**src/kbts_ram.sv**
```systemverilog
// Single-port-write, registered-read synchronous memory.
`timescale 1ns / 1ps
module kbts_ram #(
  parameter int unsigned DATA_W = 8,
  parameter int unsigned ADDR_W = 4
) (
  input  logic              clk_i,
  input  logic              we_i,
  input  logic [ADDR_W-1:0] waddr_i,
  input  logic [DATA_W-1:0] wdata_i,
  input  logic [ADDR_W-1:0] raddr_i,
  output logic [DATA_W-1:0] rdata_o
);

  logic [DATA_W-1:0] mem_q [2**ADDR_W];
  logic [DATA_W-1:0] rdata_q;

  always_ff @(posedge clk_i) begin
    if (we_i) begin
      mem_q[waddr_i] <= wdata_i;
    end
    rdata_q <= mem_q[raddr_i];
  end

  assign rdata_o = rdata_q;

endmodule

```
**config.mk**
```make
export PLATFORM = sky130hd
export DESIGN_NAME = kbts_ram
export DESIGN_NICKNAME = d
export VERILOG_FILES = /design/src/kbts_ram.sv
export SDC_FILE = /design/constraint.sdc
export NUM_CORES = 1
export LEC_CHECK = 0
export BUFFER_PORTS_ARGS = -buffer_cell sky130_fd_sc_hd__buf_2
export CORE_UTILIZATION = 35
export DETAILED_ROUTE_END_ITERATION = 6
export PLACE_DENSITY = 0.54
export SLEW_MARGIN = 20
export SYNTH_ARGS = -nofsm -noshare
export SYNTH_HDL_FRONTEND = slang
export SYNTH_SLANG_ARGS = --single-unit
```
**constraint.sdc**
```tcl
create_clock -name clk_i -period 1.65 [get_ports clk_i]
set_input_delay 0.2475 -clock clk_i [delete_from_list [all_inputs] [get_ports clk_i]]
set_output_delay 0.2475 -clock clk_i [all_outputs]
set_load 0.1 [all_outputs]
```
# Word level (Yosys, flattened, before mapping)
# Memories as Yosys holds them, arrays and structs flattened. A register that Yosys moved wholly into a read port is not among the register bits.
# Cells that the tools add are included.
[word_totals]
register_bits = 0
ramBits = 128
in_bits = 18
word_cells = 3
mem_count = 1
[op_classes]
n_mux = 2
[mem_list]
columns = ["memory", "depth", "word_bits", "read_ports", "rd_clocked_by_memory_dff", "wr", "line", "text"]
rows = [
  ["mem_q", 16, 8, 1, 1, 1, "15", "logic [DATA_W-1:0] mem_q [2**ADDR_W];"],
]
[op_table]
columns = ["op", "n"]
rows = [
  ["1-bit two-way mux", 2],
]

# Logic depth before layout (Yosys ltp)
[logic_depth]
depth_word = 2
depth_mapped = 5

# Worst setup path before layout
# OpenSTA, ideal clock, no wires.
[synth_path]
path_kind = "input to register"
startpoint = "input waddr_i[2]"
endpoint = "memory mem_q[0][0] (enable)"
setup_time_ns = 0.383
arrival_time_ns = 1.357
required_time_ns = 1.267
path_slack_ns = -0.090
stages = 2
cell_sequence = "or3b_2 -> nor3_1"
[synth_lines]
columns = ["item", "line", "text"]
rows = [
  ["start, declared", "9", "input logic [ADDR_W-1:0] waddr_i,"],
  ["end, declared", "15", ""],
]
# No word-level cell before the write port.

# Final worst setup path
[layout_path]
startpoint = "register rdata_q[4], in the netlist rdata_o[4] (read register of mem_q)"
endpoint = "output rdata_o[4]"
[layout_lines]
columns = ["item", "line", "text"]
rows = [
  ["start, declared", "16", "logic [DATA_W-1:0] rdata_q;"],
  ["end, declared", "12", "output logic [DATA_W-1:0] rdata_o"],
]
# No word-level cell between the ends.

==> qor.json <==
{
  "synth-warning-count": {"value": 0},
  "layout-area-overhead-vs-synth": {"value": 23.0, "unit": "%"},
  "place_hpwl": {"value": 6420, "unit": "µm"},
  "grt_pass1_vias": {"value": 2522},
  "cp_num_buf_inv": {"value": 1},
  "initial_core_util": {"value": 0.365},
  "vias_per_cell": {"value": 4.99},
  "placed_cell_area": {"value": 5640, "unit": "µm²"},
  "area_of_the_multi_input_gates": {"value": 1060, "unit": "µm²"},
  "layout-drive-gt1-share": {"value": 0.331},
  "worst_setup_path_end_kind": {"value": "output port"},
  "dominantRegCellSynth": {"value": "sky130_fd_sc_hd__edfxtp_1"},
  "critPathRequiredTime": {"value": 1.40, "unit": "ns"},
  "cts_num_sinks": {"value": 136},
  "rows": {"value": 43},
  "postCtsSetupRepairBufs": {"value": 0},
  "antenna_found_initial": {"value": 0},
  "syn_nets": {"value": 247},
  "avgSynthCellArea": {"value": 22.5, "unit": "µm²"},
  "cts_tree": {"value": "built"},
  "diodes": {"value": 0},
  "cp-startpoint": {"value": "rdata_o[4]$_DFF_P_"},
  "synth_seq_cells": {"value": 136},
  "critical_r2r_launch": {"value": "mem_q[1][0]$_DFFE_PP_"},
  "place_worst_setup_slack": {"value": -0.0490, "unit": "ns"},
  "worst-slew-pin-transition": {"value": 0.754, "unit": "ns"},
  "design.die.area": {"value": 15200, "unit": "µm²"},
  "drt_iter0_drc": {"value": 233},
  "mostFrequentLayoutCells": {"value": "sky130_fd_sc_hd__edfxtp_1 (128), sky130_fd_sc_hd__buf_2 (25), sky130_fd_sc_hd__buf_4 (19)"},
  "cts.hold.buffers_added": {"value": 0},
  "synth_sequential_area_ratio": {"value": 0.778},
  "max-clock-path-buffers": {"value": 2},
  "synth_edf_count": {"value": 128},
  "final_design_area_no_fill": {"value": 6330, "unit": "µm²"},
  "numPortBuffers": {"value": 25},
  "die_h": {"value": 123, "unit": "µm"},
  "critical-path-max-stage-delay": {"value": 0.45, "unit": "ns"},
  "timing.final.crit_share": {"value": 0.902},
  "worst_hold_start": {"value": "wdata_i[0]"},
  "layout.filler_cells": {"value": 1240},
  "gp_congestion": {"value": 0.699},
  "synthDistinctLibCells": {"value": 19},
  "overflow": {"value": 0},
  "report.final.setup_viol": {"value": 0},
  "clock.fmax": {"value": 672, "unit": "MHz"},
  "highest_delay_cell_along_the_critical_path": {"value": "sky130_fd_sc_hd__buf_2"},
  "seq_area": {"value": 4000, "unit": "µm²"},
  "final_period_minus_worst_setup_slack": {"value": 1.49, "unit": "ns"},
  "maxCapViolCount": {"value": 0},
  "rsz_0062_raised_after_global_routing": {"value": "false"},
  "timing_hold_violations_final": {"value": 0},
  "outcome": {"value": "finished, final reports clean"},
  "critPathTopFamily": {"value": "buffers and inverters"},
  "wl_per_cell": {"value": 21.1, "unit": "µm"},
  "share_of_flip_flops_with_an_asynchronous_set_or_reset_after_synthesis": {"value": 0},
  "detail_route.first_pass.iterations": {"value": 4},
  "overall_via_count_from_detail_route": {"value": 2391},
  "leakage": {"value": 2.17, "unit": "nW"},
  "ctsResizeCount": {"value": 0},
  "clock-root-buffer": {"value": "sky130_fd_sc_hd__clkbuf_16"},
  "synthCells": {"value": 229},
  "grt_pass1_wl": {"value": 15500, "unit": "µm"},
  "ir_worst_vdd": {"value": 0.646, "unit": "mV"},
  "worst-endpoint-arrival": {"value": 1.24, "unit": "ns"},
  "floorplan.core_area": {"value": 14100, "unit": "µm²"},
  "fin_worst_skew": {"value": 0.0109, "unit": "ns"},
  "count_of_nets_left_with_antenna_violations_after_detail_routing": {"value": 0},
  "ios": {"value": 26},
  "cts_inserted_buffers": {"value": 17},
  "grt_max_degree": {"value": 28},
  "chip_width": {"value": 123, "unit": "µm"},
  "totalNegativeSetupSlack": {"value": 0, "unit": "ns"},
  "pwr_density_cell": {"value": 1390, "unit": "nW/µm²"},
  "path_max_fanout": {"value": 1},
  "commonest_non_fill_non_tap_cell_in_the_layout": {"value": "sky130_fd_sc_hd__edfxtp_1"},
  "layout_setup_ws": {"value": 0.162, "unit": "ns"},
  "clock_pin_slew_reported_for_the_worst_setup_and_hold_paths_after_clock_tree_synthesis": {"value": 0.06, "unit": "ns"},
  "post_synth_instance_area": {"value": 5150, "unit": "µm²"},
  "worstHoldPathType": {"value": "input pin to register"},
  "crit_type": {"value": "register to output port"},
  "h-tree-depth": {"value": 4},
  "drc": {"value": 0},
  "finalMaxSlewViolations": {"value": 0},
  "grt.total_usage": {"value": 0.152},
  "finalWirelength": {"value": 10100, "unit": "µm"},
  "worstSkewPairLatency": {"value": 0.42, "unit": "ns"},
  "worst_slew_margin_rel": {"value": 0.496},
  "timing.critical_path.cells": {"value": "buf_2"},
  "final_nets": {"value": 304},
  "start_kind": {"value": "register"}
}
==> final timing paths <==
check / to / slack [ns] / depth (start not counted)
hold / removal: mem_q[10][0]$_DFFE_PP_ / 0.22 / 1
setup reg to reg: rdata_o[0]$_DFF_P_ / 0.31 / 3
hold reg to reg: rdata_o[5]$_DFF_P_ / 0.68 / 3
setup / recovery: rdata_o[4] / 0.16 / 1
==> through the flow <==
step	utilization	power (W)	cells	hold WS (ns)
after floorplan	-	0.00432	229	0.346
after global placement	0.400	0.00449	447	0.644
after detailed placement	0.400	0.00450	447	0.645
after CTS	0.449	0.00889	479	0.198
after global routing	0.449	0.00908	479	0.224
final	0.449	0.00882	479	0.221
==> registers in the layout, summed over array words and instances (netlist names) <==
name / flops
mem_q: 128
rdata_o: 8
==> routing by layer <==
metal  part of all wire  GRT usage  up-vias
li1                   -          -     1086
met4              0.011     0.0633        0
met2               0.46      0.220       70
met1               0.47      0.214     1222
met3              0.061     0.0475       13
met5                  0          0        -
==> cell type report <==
type | count | share of cell area
clock buffers | 19 | 0.0700
clock inverters | 13 | 0.0393
multi-input cells | 83 | 0.168
flip-flops and latches | 136 | 0.632
well taps | 180 | 0.0356
repair buffers | 48 | 0.0549
==> where the power goes <==
| part | leakage (nW) | switching [W] | internal [W] | total (W) |
|---|---|---|---|---|
| combinational | 0.610 | 0.000367 | 0.000167 | 0.000534 |
| clock | 0.333 | 0.00138 | 0.00302 | 0.00440 |
| sequential | 1.22 | 0.0000230 | 0.00386 | 0.00389 |
==> cells by family (layout without fill, tap and decap cells) <==
logic type,after synthesis,after routing,share of synthesized area
buffers and inverters,10,80,0.0168
flip-flops,136,136,0.778
AO/OA/AOI/OAI,16,16,0.0233
multiplexers,32,32,0.150
AND/OR/NAND/NOR,35,35,0.0318
==> synthesized netlist by cell type, drive strengths merged (2+ instances only) <==
library cell / count / area, µm²
edfxtp: 128 / 3840
mux4: 32 / 773
a22oi: 16 / 120
nor2: 13 / 48.8
nand2: 9 / 33.8
dfxtp: 8 / 160
buf: 7 / 56.3
nor3: 4 / 20.0
clkdlybuf4s25: 3 / 30.0
nand2b: 2 / 12.5
nand3b: 2 / 15.0
No activity file was read; power rests on OpenSTA's default activity.
